===== src/rtl/core/stre_pkg.sv =====
// ----------------------------------------------------------------------------
// stre_pkg
// Shared types and constants of the sprite tile row expander.
// ----------------------------------------------------------------------------
package stre_pkg;

  localparam int MAX_SPRITE_BLOCKS = 16;

  localparam int IN_TDATA_W  = 88;
  localparam int IN_TUSER_W  = 2;
  localparam int OUT_TDATA_W = 64;
  localparam int CFG_ADDR_W  = 2;
  localparam int CFG_DATA_W  = 10;

  localparam logic [1:0] ACT_FRAME  = 2'd0;
  localparam logic [1:0] ACT_PASS   = 2'd1;
  localparam logic [1:0] ACT_SPRITE = 2'd2;

  localparam logic [CFG_ADDR_W-1:0] CFG_SCROLL_X     = 2'd0;
  localparam logic [CFG_ADDR_W-1:0] CFG_SCROLL_Y     = 2'd1;
  localparam logic [CFG_ADDR_W-1:0] CFG_LEVEL_ENABLE = 2'd2;

  localparam logic [15:0] DEPTH_CLEAR_LIMIT = 16'hFC00;
  localparam logic signed [12:0] SCREEN_X_MAX = 13'sd383;
  localparam logic signed [12:0] SCREEN_Y_MAX = 13'sd223;

  typedef enum logic [1:0] {
    ST_IDLE,
    ST_EVAL,
    ST_FRAME,
    ST_ROWS
  } stre_state_t;

  typedef enum logic [1:0] {
    V_DROP,
    V_FRAME,
    V_PASS,
    V_SPRITE
  } stre_verdict_t;

  typedef struct packed {
    logic capture;
    logic eval;
    logic load_frame;
    logic load_row;
  } stre_cmd_t;

  typedef struct packed {
    stre_verdict_t verdict;
    logic          out_free;
    logic          row_last;
  } stre_sts_t;

endpackage


===== src/rtl/core/stre_ctrl.sv =====
// ----------------------------------------------------------------------------
// stre_ctrl
// Sequencer: accept, evaluate, then emit the frame beat or the tile rows, or go back to idle.
// ----------------------------------------------------------------------------
module stre_ctrl import stre_pkg::*; (
  input  logic      clk,
  input  logic      rst_n,
  input  logic      in_tvalid,
  output logic      in_tready,
  input  stre_sts_t sts,
  output stre_cmd_t cmd
);

  stre_state_t state_r, state_nxt;

  always_ff @(posedge clk) begin
    if (!rst_n) begin
      state_r <= ST_IDLE;
    end else begin
      state_r <= state_nxt;
    end
  end

  always_comb begin
    state_nxt = state_r;
    case (state_r)
      ST_IDLE: begin
        if (in_tvalid) state_nxt = ST_EVAL;
      end
      ST_EVAL: begin
        case (sts.verdict)
          V_FRAME:  state_nxt = ST_FRAME;
          V_SPRITE: state_nxt = ST_ROWS;
          default:  state_nxt = ST_IDLE;
        endcase
      end
      ST_FRAME: begin
        if (sts.out_free) state_nxt = ST_IDLE;
      end
      ST_ROWS: begin
        if (sts.out_free && sts.row_last) state_nxt = ST_IDLE;
      end
      default: state_nxt = ST_IDLE;
    endcase
  end

  always_comb begin
    in_tready      = 1'b0;
    cmd            = '0;
    case (state_r)
      ST_IDLE: begin
        in_tready   = 1'b1;
        cmd.capture = in_tvalid;
      end
      ST_EVAL:  cmd.eval       = 1'b1;
      ST_FRAME: cmd.load_frame = sts.out_free;
      ST_ROWS:  cmd.load_row   = sts.out_free;
      default: begin
        in_tready = 1'b0;
      end
    endcase
  end

endmodule


===== src/rtl/core/stre_dp.sv =====
// ----------------------------------------------------------------------------
// stre_dp
// Datapath: config registers, depth bookkeeping, sprite decode, row builder
// and output register.
// ----------------------------------------------------------------------------
module stre_dp import stre_pkg::*; (
  input  logic                   clk,
  input  logic                   rst_n,
  input  logic                   cfg_wr_en,
  input  logic [CFG_ADDR_W-1:0]  cfg_addr,
  input  logic [CFG_DATA_W-1:0]  cfg_wr_data,
  input  logic [IN_TDATA_W-1:0]  in_tdata,
  input  logic [IN_TUSER_W-1:0]  in_tuser,
  input  stre_cmd_t              cmd,
  output stre_sts_t              sts,
  output logic                   out_tvalid,
  input  logic                   out_tready,
  output logic [OUT_TDATA_W-1:0] out_tdata,
  output logic                   out_tuser,
  output logic                   out_tlast
);

  logic [9:0]  scroll_x_r, scroll_y_r;
  logic [7:0]  level_enable_r;

  logic        mask_seen_r;
  logic [2:0]  level_from_r, level_to_r;
  logic [15:0] max_drawn_r, max_masked_r;

  logic [1:0]  act_r;
  logic [2:0]  in_from_r, in_to_r;
  logic [15:0] depth_r, wx_r, wy_r, wt_r, wa_r;

  logic signed [11:0] x_r, y_r;
  logic [17:0] tile_r;
  logic [4:0]  bx_r, by_r;
  logic        fx_r, fy_r, care_r, mdraw_r, clr_r;
  logic [4:0]  pal_r;
  logic [3:0]  dy_r;

  logic        out_valid_r;
  logic signed [11:0] o_x_r, o_y_r;
  logic [18:0] o_base_r;
  logic [3:0]  o_cs_r;
  logic [4:0]  o_cols_r, o_pal_r;
  logic        o_fx_r, o_care_r, o_mdraw_r, o_clr_r, o_last_r;

  // evaluation
  logic [2:0]  lvl;
  logic        depth_ok, lvl_en, set_mask;
  stre_verdict_t verdict;
  logic        frame_clr;
  logic [15:0] frame_off;
  logic        mdraw;
  logic [9:0]  wx_adj;
  logic signed [11:0] x_c, y_c;
  logic [4:0]  bx_raw, by_raw, bx_c, by_c;
  logic signed [12:0] x_end, y_end;
  logic        care;

  // row build
  logic [4:0]  ey5;
  logic [3:0]  ey;
  logic signed [11:0] row_y;
  logic [18:0] row_base;
  logic        row_last;
  logic        out_free;

  always_ff @(posedge clk) begin
    if (!rst_n) begin
      scroll_x_r     <= '0;
      scroll_y_r     <= '0;
      level_enable_r <= 8'hFF;
    end else if (cfg_wr_en) begin
      case (cfg_addr)
        CFG_SCROLL_X:     scroll_x_r     <= cfg_wr_data;
        CFG_SCROLL_Y:     scroll_y_r     <= cfg_wr_data;
        CFG_LEVEL_ENABLE: level_enable_r <= cfg_wr_data[7:0];
        default:          scroll_x_r     <= scroll_x_r;
      endcase
    end
  end

  always_ff @(posedge clk) begin
    if (cmd.capture) begin
      act_r     <= in_tuser;
      in_from_r <= in_tdata[2:0];
      in_to_r   <= in_tdata[5:3];
      depth_r   <= in_tdata[21:6];
      wx_r      <= in_tdata[37:22];
      wy_r      <= in_tdata[53:38];
      wt_r      <= in_tdata[69:54];
      wa_r      <= in_tdata[85:70];
    end
  end

  always_comb begin
    lvl      = wx_r[15:13];
    depth_ok = depth_r >= max_drawn_r;
    lvl_en   = level_enable_r[lvl];
    set_mask = 1'b0;
    case (act_r)
      ACT_FRAME: verdict = V_FRAME;
      ACT_PASS:  verdict = V_PASS;
      ACT_SPRITE: begin
        if (!depth_ok || !lvl_en) begin
          verdict = V_DROP;
        end else if (lvl > level_to_r) begin
          verdict  = V_DROP;
          set_mask = 1'b1;
        end else if (lvl < level_from_r) begin
          verdict = V_DROP;
        end else begin
          verdict = V_SPRITE;
        end
      end
      default: verdict = V_DROP;
    endcase

    frame_clr = max_masked_r >= DEPTH_CLEAR_LIMIT;
    frame_off = frame_clr ? 16'd0 : max_masked_r;

    mdraw = mask_seen_r ? 1'b1 : (max_masked_r > depth_r);

    wx_adj = wa_r[7] ? (wx_r[9:0] + scroll_x_r) : wx_r[9:0];
    x_c    = {{2{wx_adj[9]}}, wx_adj} - {2'b00, scroll_x_r};
    y_c    = {{2{wy_r[9]}}, wy_r[9:0]} - {2'b00, scroll_y_r};

    bx_raw = {1'b0, wa_r[11:8]} + 5'd1;
    by_raw = {1'b0, wa_r[15:12]} + 5'd1;
    bx_c   = (bx_raw > 5'(MAX_SPRITE_BLOCKS)) ? 5'(MAX_SPRITE_BLOCKS) : bx_raw;
    by_c   = (by_raw > 5'(MAX_SPRITE_BLOCKS)) ? 5'(MAX_SPRITE_BLOCKS) : by_raw;

    x_end = {x_c[11], x_c} + $signed({4'b0000, bx_c, 4'b0000});
    y_end = {y_c[11], y_c} + $signed({4'b0000, by_c, 4'b0000});
    care  = x_c[11] || y_c[11] || (x_end > SCREEN_X_MAX) || (y_end > SCREEN_Y_MAX);
  end

  always_ff @(posedge clk) begin
    if (!rst_n) begin
      mask_seen_r  <= 1'b0;
      level_from_r <= 3'd0;
      level_to_r   <= 3'd7;
      max_drawn_r  <= 16'd1;
      max_masked_r <= 16'd0;
    end else if (cmd.eval) begin
      case (verdict)
        V_FRAME: begin
          max_drawn_r  <= frame_off + 16'd1;
          max_masked_r <= frame_off;
        end
        V_PASS: begin
          level_from_r <= in_from_r;
          level_to_r   <= in_to_r;
          mask_seen_r  <= 1'b0;
        end
        V_SPRITE: begin
          if (mask_seen_r) max_masked_r <= depth_r;
          else             max_drawn_r  <= depth_r;
        end
        default: begin
          if (set_mask) mask_seen_r <= 1'b1;
        end
      endcase
    end
  end

  always_ff @(posedge clk) begin
    if (cmd.eval) begin
      clr_r   <= frame_clr;
      x_r     <= x_c;
      y_r     <= y_c;
      tile_r  <= {wy_r[14:13], wt_r};
      bx_r    <= bx_c;
      by_r    <= by_c;
      fx_r    <= wa_r[5];
      fy_r    <= wa_r[6];
      pal_r   <= wa_r[4:0];
      care_r  <= care;
      mdraw_r <= mdraw;
      dy_r    <= '0;
    end else if (cmd.load_row) begin
      dy_r <= dy_r + 4'd1;
    end
  end

  always_comb begin
    ey5      = fy_r ? (by_r - 5'd1 - {1'b0, dy_r}) : {1'b0, dy_r};
    ey       = ey5[3:0];
    row_y    = y_r + $signed({4'b0000, ey, 4'b0000});
    row_base = {1'b0, tile_r[17:4], 4'b0000} + {11'd0, dy_r, 4'b0000};
    row_last = ({1'b0, dy_r} + 5'd1) == by_r;
    out_free = !out_valid_r || out_tready;
  end

  always_ff @(posedge clk) begin
    if (!rst_n) begin
      out_valid_r <= 1'b0;
    end else if (cmd.load_frame || cmd.load_row) begin
      out_valid_r <= 1'b1;
    end else if (out_tready) begin
      out_valid_r <= 1'b0;
    end
  end

  always_ff @(posedge clk) begin
    if (cmd.load_frame) begin
      o_x_r     <= '0;
      o_y_r     <= '0;
      o_base_r  <= '0;
      o_cs_r    <= '0;
      o_cols_r  <= '0;
      o_fx_r    <= 1'b0;
      o_pal_r   <= '0;
      o_care_r  <= 1'b0;
      o_mdraw_r <= 1'b0;
      o_clr_r   <= clr_r;
      o_last_r  <= 1'b1;
    end else if (cmd.load_row) begin
      o_x_r     <= x_r;
      o_y_r     <= row_y;
      o_base_r  <= row_base;
      o_cs_r    <= tile_r[3:0];
      o_cols_r  <= bx_r;
      o_fx_r    <= fx_r;
      o_pal_r   <= pal_r;
      o_care_r  <= care_r;
      o_mdraw_r <= mdraw_r;
      o_clr_r   <= 1'b0;
      o_last_r  <= row_last;
    end
  end

  assign sts.verdict  = verdict;
  assign sts.out_free = out_free;
  assign sts.row_last = row_last;

  assign out_tvalid = out_valid_r;
  assign out_tdata  = {4'b0000, o_mdraw_r, o_care_r, o_pal_r, o_fx_r, o_cols_r,
                       o_cs_r, o_base_r, o_y_r, o_x_r};
  assign out_tuser  = o_clr_r;
  assign out_tlast  = o_last_r;

endmodule


===== src/rtl/core/sprite_to_tile_row_expander_unit.sv =====
// ----------------------------------------------------------------------------
// sprite_to_tile_row_expander_unit
// Turns sprite attribute beats into one tile row beat per sprite row.
// ----------------------------------------------------------------------------
// Usage:
//   in_*   : one beat per command; in_tuser selects frame start, pass start
//            or sprite attributes, in_tdata carries the pass range, depth and
//            the four attribute words.
//   out_*  : one beat per tile row of a drawn sprite, or one zero beat for
//            a frame start, with out_tuser set when it clears the depth;
//            out_tlast marks the final beat belonging to an input beat.
//   cfg_*  : scroll and level enable writes; the user must make them only
//            while the block is idle; the block itself does not enforce it.
// An input beat is captured, then evaluated in the cycle after. A sprite
// then emits its rows one per cycle while the output is not stalled,
// paced by the single row builder. A frame start emits one beat; pass
// starts and dropped sprites return to idle after evaluation.
// Reset clears the config registers and depth bookkeeping to their defaults
// and empties the output register. When out_tready is low the output beat
// holds and row generation pauses; the next input beat is still taken once
// the current one has handed its last result to the output register.
// ----------------------------------------------------------------------------
module sprite_to_tile_row_expander_unit import stre_pkg::*; (
  input  logic                   clk,
  input  logic                   rst_n,
  input  logic                   cfg_wr_en,
  input  logic [CFG_ADDR_W-1:0]  cfg_addr,
  input  logic [CFG_DATA_W-1:0]  cfg_wr_data,
  input  logic                   in_tvalid,
  output logic                   in_tready,
  // level_from[2:0], level_to[5:3], depth_value[21:6], word_position_x[37:22],
  // word_position_y[53:38], word_tile[69:54], word_attributes[85:70], zero pad
  input  logic [IN_TDATA_W-1:0]  in_tdata,
  // action[1:0]
  input  logic [IN_TUSER_W-1:0]  in_tuser,
  output logic                   out_tvalid,
  input  logic                   out_tready,
  // row_x[11:0], row_y[23:12], row_tile_base[42:24], column_start[46:43],
  // columns[51:47], flip_x[52], palette[57:53], edge_care[58],
  // use_mask_draw[59], zero pad
  output logic [OUT_TDATA_W-1:0] out_tdata,
  // clear_depth[0]
  output logic                   out_tuser,
  output logic                   out_tlast
);

  stre_cmd_t cmd;
  stre_sts_t sts;

  stre_ctrl u_ctrl (
    .clk       (clk),
    .rst_n     (rst_n),
    .in_tvalid (in_tvalid),
    .in_tready (in_tready),
    .sts       (sts),
    .cmd       (cmd)
  );

  stre_dp u_dp (
    .clk         (clk),
    .rst_n       (rst_n),
    .cfg_wr_en   (cfg_wr_en),
    .cfg_addr    (cfg_addr),
    .cfg_wr_data (cfg_wr_data),
    .in_tdata    (in_tdata),
    .in_tuser    (in_tuser),
    .cmd         (cmd),
    .sts         (sts),
    .out_tvalid  (out_tvalid),
    .out_tready  (out_tready),
    .out_tdata   (out_tdata),
    .out_tuser   (out_tuser),
    .out_tlast   (out_tlast)
  );

endmodule


===== config.mk =====
export PLATFORM = sky130hd
export DESIGN_NAME = sprite_to_tile_row_expander_unit
export DESIGN_NICKNAME = d
export VERILOG_FILES = /design/src/rtl/core/stre_pkg.sv /design/src/rtl/core/stre_ctrl.sv /design/src/rtl/core/stre_dp.sv /design/src/rtl/core/sprite_to_tile_row_expander_unit.sv
export SDC_FILE = /design/constraint.sdc
export NUM_CORES = 1
export LEC_CHECK = 0
export ABC_CLOCK_PERIOD_IN_PS = 6000
export CAP_MARGIN = 10
export CORE_MARGIN = 2
export CORE_UTILIZATION = 40
export CTS_BUF_LIST = sky130_fd_sc_hd__clkbuf_16
export DETAILED_ROUTE_END_ITERATION = 8
export DONT_BUFFER_PORTS = 1
export PLACE_DENSITY_LB_ADDON = 0.12
export RECOVER_POWER = 50
export SLEW_MARGIN = 20
export SYNTH_ARGS = -nofsm -noshare
export SYNTH_HDL_FRONTEND = slang
export SYNTH_SLANG_ARGS = --single-unit
export TNS_END_PERCENT = 100

===== constraint.sdc =====
create_clock -name clk -period 6 [get_ports clk]
set_input_delay 0.9 -clock clk [delete_from_list [all_inputs] [get_ports clk]]
set_output_delay 0.9 -clock clk [all_outputs]
set_load 0.005 [all_outputs]

Word-level counts from Yosys, hierarchy flattened
Index checks and enable logic that the tools add are counted.
{"block": "totals", "ff_bits": 285, "inputBits": 107, "out_inout_bits": 68, "elab_cells": 142}
{"block": "classes", "n_addsub": 14, "magnitude_cmp": 10, "n_eq_ne": 16, "mux": 34, "bitwise_logic": 1, "n_reduce_logical": 26}
{"op": "one-hot mux 16 bit (2 select lines)", "count": 2}
{"op": "two-way mux 16 bit", "count": 3}
{"op": "adder 12 x 10 -> 13 bit", "count": 2}
{"op": "subtractor 10 x 11 -> 12 bit", "count": 2}
{"op": "adder 18 x 8 -> 19 bit", "count": 1}
{"op": "adder 16 x 1 -> 16 bit (second input constant)", "count": 1}
{"op": "greater-or-equal comparator 16 bit", "count": 1}
{"op": "greater-or-equal comparator 16 bit (second input constant)", "count": 1}
{"op": "greater-than comparator 16 bit", "count": 1}
{"op": "adder 4 x 1 -> 5 bit (second input constant)", "count": 3}
{"op": "two-way mux 1 bit", "count": 14}
{"op": "greater-than comparator 13 x 10 -> 1 bit (second input constant)", "count": 1}
{"op": "greater-than comparator 13 x 9 -> 1 bit (second input constant)", "count": 1}
{"op": "adder 12 x 9 -> 12 bit", "count": 1}
{"op": "equality test 2 bit (second input constant)", "count": 6}
{"op": "two-way mux 2 bit", "count": 6}
{"op": "AND reduction 3 bit", "count": 4}
{"op": "adder 10 bit", "count": 1}
{"op": "greater-than comparator 5 bit (second input constant)", "count": 2}
{"op": "two-way mux 10 bit", "count": 1}
{"op": "two-way mux 5 bit", "count": 2}
{"op": "equality test 2 x 1 -> 1 bit (second input constant)", "count": 4}
{"op": "one-hot mux 2 bit (4 select lines)", "count": 1}
{"op": "AND reduction 2 bit", "count": 4}
{"op": "other kinds (21)", "count": 36}

Depth between registers and ports, before layout
{"block": "depth", "depth_word": 10, "ltp_mapped": 23, "mapped_depth_nobuf": 23}

Hierarchy
From an unflattened synthesis, not the netlist that was laid out.
{"block": "hier_totals", "cells_unflattened": 1241, "hier_area_um2": 13462.9}
{"mod": "stre_dp", "instances": 1, "cells_per_inst": 1224, "area_each_um2": 13322.8, "seq_area_each_um2": 6906.6}
{"mod": "stre_ctrl", "instances": 1, "cells_per_inst": 17, "area_each_um2": 140.1, "seq_area_each_um2": 40.0}

Worst setup path before layout
Ideal clock, no wire load.
{"block": "synth_path", "path_type": "register to register", "from": "reg u_ctrl.state_r[0]", "to": "reg u_dp.max_masked_r[6]", "setup_time_ps": 59, "arrival_ps": 4449, "setup_slack_ps": 1492, "path_stages_with_launch": 7, "synth_period_minus_slack_ps": 4508, "path_cell_list": "dfxtp_1 > inv_1 > nor2_1 > o211ai_1 > nor2_4 > buf_4 > a22o_1"}
{"block": "synth_via", "elab_chain_len": 3}
{"item": "start: declaration", "line": "stre_ctrl.sv:14", "source": "stre_state_t state_r, state_nxt;"}
{"item": "start signal: assignment", "line": "stre_ctrl.sv:20", "source": "state_r <= state_nxt;"}
{"item": "equality test 2 x 1 -> 1 bit", "line": "stre_ctrl.sv:50", "source": "case (state_r)"}
{"item": "two-way mux 1 bit", "line": "stre_ctrl.sv:50"}
{"item": "AND reduction 3 bit (no source line)"}
{"item": "end signal: assignment", "line": "stre_dp.sv:150", "source": "max_masked_r <= frame_off;"}
{"item": "end signal: assignment", "line": "stre_dp.sv:158", "source": "if (mask_seen_r) max_masked_r <= depth_r;"}
{"item": "end: declaration", "line": "stre_dp.sv:28", "source": "logic [15:0] max_drawn_r, max_masked_r;"}
Every way passes these cells.
A chain may end at the register's enable or synchronous reset.

Worst setup path after layout
{"block": "layout_path", "from": "reg u_dp.scroll_x_r[0]", "to": "reg u_dp.care_r (data pin)"}
{"block": "layout_via", "elab_chain_len": 7, "word_cells_on_any_way": 8, "classes_between": "3 x add/sub; 1 x order compare; 1 x mux; 3 x reduce/logical"}
{"item": "start: declaration", "line": "stre_dp.sv:23", "source": "logic [9:0] scroll_x_r, scroll_y_r;"}
{"item": "start signal: assignment", "line": "stre_dp.sv:76", "source": "CFG_SCROLL_X: scroll_x_r <= cfg_wr_data;"}
{"item": "start signal: assignment", "line": "stre_dp.sv:79", "source": "default: scroll_x_r <= scroll_x_r;"}
{"item": "adder 10 bit", "line": "stre_dp.sv:125", "source": "wx_adj = wa_r[7] ? (wx_r[9:0] + scroll_x_r) : wx_r[9:0];"}
{"item": "two-way mux 10 bit", "line": "stre_dp.sv:125"}
{"item": "subtractor 10 x 11 -> 12 bit *", "line": "stre_dp.sv:126", "source": "x_c = {{2{wx_adj[9]}}, wx_adj} - {2'b00, scroll_x_r};"}
{"item": "net u_dp.x_c[5]", "line": "stre_dp.sv:56", "source": "logic signed [11:0] x_c, y_c;"}
{"item": "adder 12 x 10 -> 13 bit *", "line": "stre_dp.sv:134", "source": "x_end = {x_c[11], x_c} + $signed({4'b0000, bx_c, 4'b0000});"}
{"item": "greater-than comparator 13 x 10 -> 1 bit *", "line": "stre_dp.sv:136", "source": "care = x_c[11] || y_c[11] || (x_end > SCREEN_X_MAX) || (y_end > SCREEN_Y_MAX);"}
{"item": "logical OR 1 bit * (2 in series)", "line": "stre_dp.sv:136"}
{"item": "net u_dp.care", "line": "stre_dp.sv:59", "source": "logic care;"}
{"item": "end signal: assignment", "line": "stre_dp.sv:179", "source": "care_r <= care;"}
{"item": "end: declaration", "line": "stre_dp.sv:37", "source": "logic fx_r, fy_r, care_r, mdraw_r, clr_r;"}
Mark *: on every way through the listed nets, which the timed path passes. The rest lies on a longest branch.

==> run_results.csv <==
group,metric,value,unit
run_status,outcome,"complete, but fails checks",
run_status,violations,"capacitance limit, slew limit",
synth,synthAdderAreaFrac,0.0991,
synth,synth_top_cell_area_share,0.327,
cells_and_area,syn2layout_area_growth,11.2,%
synth,synth-edff-count,144,
synth,synth.area.mux_share,0.0327,
timing,fmax,193,MHz
global_routing,track_usage,0.173,
global_routing,overflow,0,
floorplanning,die_area,34500,um2
placement,port_buffers,0,
clock_network,cts_hold_buf,0,
worst_setup_path,critical_path_class,"reg2reg",
synth,synth_area_leaders,"edfxtp_1 33%, dfxtp_1 20%, ha_1 8.7%",
floorplanning,die_h,186,um
cells_and_area,fin_cells,1706,
cells_and_area,seq_area,6950,um2
route,wl,29500,um
route,drc,0,
timing,finClkSkew,14.2,ps
run,maxCapViolCount,3,
synth,synth-simple-area-share,0.148,
floorplanning,initial_core_util,0.406,
floorplanning,core_area,32500,um2
worst_setup_path,critical_path_arrival,5410,ps
cells_and_area,finalNetCount,1445,
timing,drv_slew,143,
worst_setup_path,required,6230,ps
min_path,worstHoldStart,"u_dp.wt_r[13]$_DFFE_PP_",
placement,gp_congestion,0.813,
timing,fin_crit,5180,ps
worst_setup_path,path_cells,"ha_1, inv_1, fa_1, nor2b_1, o21ai_0, a21boi_0, nor2_1, mux2_2, ha_1, o2111ai_1, nand3b_1, xnor2_1, inv_1, ha_1, a21o_1, a21oi_1, xor2_1, o211ai_1, or4b_2, nand4bb_1",
worst_setup_path,reg2reg_slack,820,ps
timing,setup_viol,0,
floorplanning,ioPinCount,175,
synth,ys_async_sr_fraction,0,
worst_setup_path,reg2reg_depth,20,
global_routing,grt_max_degree,71,
global_routing,antenna_found_initial,1,
worst_setup_path,end_kind,"flip-flop",
synth,synth-seq-cells,275,
timing,finalCritPeriodShare,0.863,
synth,synth_ff_type,"edfxtp_1",
synth,syn_area,13200,um2
timing,fin_setup_tns,0,ps
route,vias,8650,
synth,synth_compound_area_frac,0.107,
worst_setup_path,worstSetupStartpointType,"flip-flop",
cells_and_area,layout-drive-gt1-share,0.0578,
cells_and_area,fillers,3084,
cells_and_area,utilization,0.452,
route,avgViaCountPerCell,5.07,
synth,avgSynthCellArea,10.7,um2
synth,synth_top_family_by_area,"simple AND/OR/NAND/NOR gates",
placement,hpwl,20800,um
timing,tightest_slew,3120,ps
clock_network,root_buffer,"clkbuf_16",
worst_setup_path,slowest_stage,"or4b_2",
clock_network,cts_tree,"done",
clock_network,ctsResizeCount,0,
clock_network,cts_sinks,275,
timing,rsz0062_at_grt,"false",
pwr,ir_drop,0.183,mV
clock_network,cts.clk_slew.worst_paths,60,ps
cells_and_area,diodes,0,
min_path,hp-class,"reg2reg",
pwr,totalPowerFinal,4890,uW
timing,hold_viol,0,
synth,ys_seq_area_frac,0.525,
clock_network,clk_path_buf_depth,3,
global_routing,grt_pass1_vias,8460,
min_path,holdPathEnd,"u_dp.tile_r[13]$_DFFE_PP_",
clock_network,postCtsSetupRepairBufs,0,
route,routedWlPerCell,17.3,um
clock_network,numCtsBuffers,34,
route,drt_iter0_drc,415,
synth,yosysTopAreaCell,"edfxtp_1",
timing,relSlewSlack,-1.08,
cells_and_area,multi_input_comb_area,5690,um2
synth,synth-xor-area-share,0.0404,
clock_network,cts.htree.levels,2,
route,drt_pre_antenna_iters,5,
clock_network,clock_latency,500,ps
floorplanning,std_cell_rows,66,
worst_setup_path,cp_max_fo,5,
synth,synth.most_common_cell,"nand2_1",
pwr,power.leakage,0.00594,uW
global_routing,grt_pass1_wl,46400,um
min_path,hold-path-cell-count,0,
placement,dp.cells,1644,
worst_setup_path,cp_common_cell,"ha_1",
synth,synth.distinct_cells,73,
synth,ys_warn_count,0,
worst_setup_path,r2r-start,"u_dp.scroll_x_r[0]$_SDFFE_PN0P_",
floorplanning,die_w,186,um
worst_setup_path,slowest_delay,600,ps
synth,synth_common_cells,"168 x nand2_1, 144 x edfxtp_1, 131 x dfxtp_1",
worst_setup_path,regToRegEndpoint,"u_dp.care_r$_DFFE_PP_",
route,drtAntennaViolNets,0,
synth,synth_cells,1238,
pwr,p_per_area,333,nW/um2
==> layout by cell type, fill, tap and decap left out, types with 10 or more instances in the layout <==
cell         n
a21o_1      16
a21oi_1     51
a22o_1      16
and3_1      17
clkbuf_16   39
dfxtp_1    130
edfxtp_1   144
ha_1        92
inv_1      104
mux2i_1     29
nand2_1    167
nand3_1     68
nor2_1      54
nor2b_1     41
nor3_1      10
o21ai_0     48
o22ai_1     13
xnor2_1     40
xor2_1      21
==> metrics by stage <==
stage | area, um2 | hold slack, ps | setup WS [ps]
2_1_floorplan | 13300 | 400 | 1490
6_report | 14700 | 417 | 823
5_1_grt | 14700 | 422 | 331
4_1_cts | 14700 | 418 | 873
3_5_place_dp | 13600 | 405 | 904
3_3_place_gp | 13600 | 401 | 999
==> registers in the layout, summed over array words and instances, names as in the netlist, 13 cells and up <==
| register | cells |
|---|---|
| u_dp.depth_r | 16 |
| u_dp.max_drawn_r | 16 |
| u_dp.max_masked_r | 16 |
| u_dp.o_base_r | 15 |
| u_dp.tile_r | 18 |
| u_dp.wa_r | 16 |
| u_dp.wt_r | 16 |
| u_dp.wx_r | 13 |
==> metal layers <==
layer	GRT usage	share of wire	wire length, um
met5	0	0	0
met2	0.274	0.45	13200
met4	0.0444	0.019	558
met1	0.239	0.48	14100
met3	0.0405	0.059	1740
==> final cells by class <==
type	instances	area share
multi-input combinational	825	0.387
clock inverter	23	0.00919
sequential	275	0.473
timing repair buffer	7	0.00281
tap	442	0.0376
inverter	95	0.0243
clock buffer	39	0.0664
==> critical path: cells and delay by family, from the launching register on <==
family                   cells  cell delay, ps
AO/OA/AOI/OAI                6            1130
XOR/XNOR                     2             570
adder cells (fa/ha/maj)      4            1240
buffers and inverters        2             180
flip-flops                   1             360
multiplexers                 1             270
AND/OR/NAND/NOR              5            1160
==> power breakdown <==
part,internal [uW],switching [uW],total [uW]
combinational,252,364,616
clock,1210,773,1980
sequential,2180,117,2300
==> how the worst max path moves through the flow <==
stage | from | end | slack (ps) | cells after the start
final | u_dp.scroll_x_r[0]$_SDFFE_PN0P_ | u_dp.care_r$_DFFE_PP_ | 820 | 20
after global routing | u_dp.scroll_x_r[0]$_SDFFE_PN0P_ | u_dp.care_r$_DFFE_PP_ | 330 | 21
after CTS | u_dp.scroll_x_r[0]$_SDFFE_PN0P_ | u_dp.care_r$_DFFE_PP_ | 870 | 20
after detailed placement | u_dp.scroll_x_r[0]$_SDFFE_PN0P_ | u_dp.care_r$_DFFE_PP_ | 900 | 20
after global placement | u_dp.scroll_x_r[0]$_SDFFE_PN0P_ | u_dp.care_r$_DFFE_PP_ | 1000 | 21
after floorplan | u_ctrl.state_r[0]$_SDFFE_PN0P_ | u_dp.max_masked_r[6]$_SDFFE_PN0P_ | 1490 | 6
==> cell families (layout without fill, tap and decap cells) <==
family | after synthesis | in the layout
mux | 39 | 39
xor+xnor | 61 | 61
simple gates | 407 | 407
fa+ha+maj | 100 | 100
compound gates | 210 | 210
other cells | 1 | 8
buf+inv | 145 | 164
flops | 275 | 275
(Power assumes the default switching activity.)
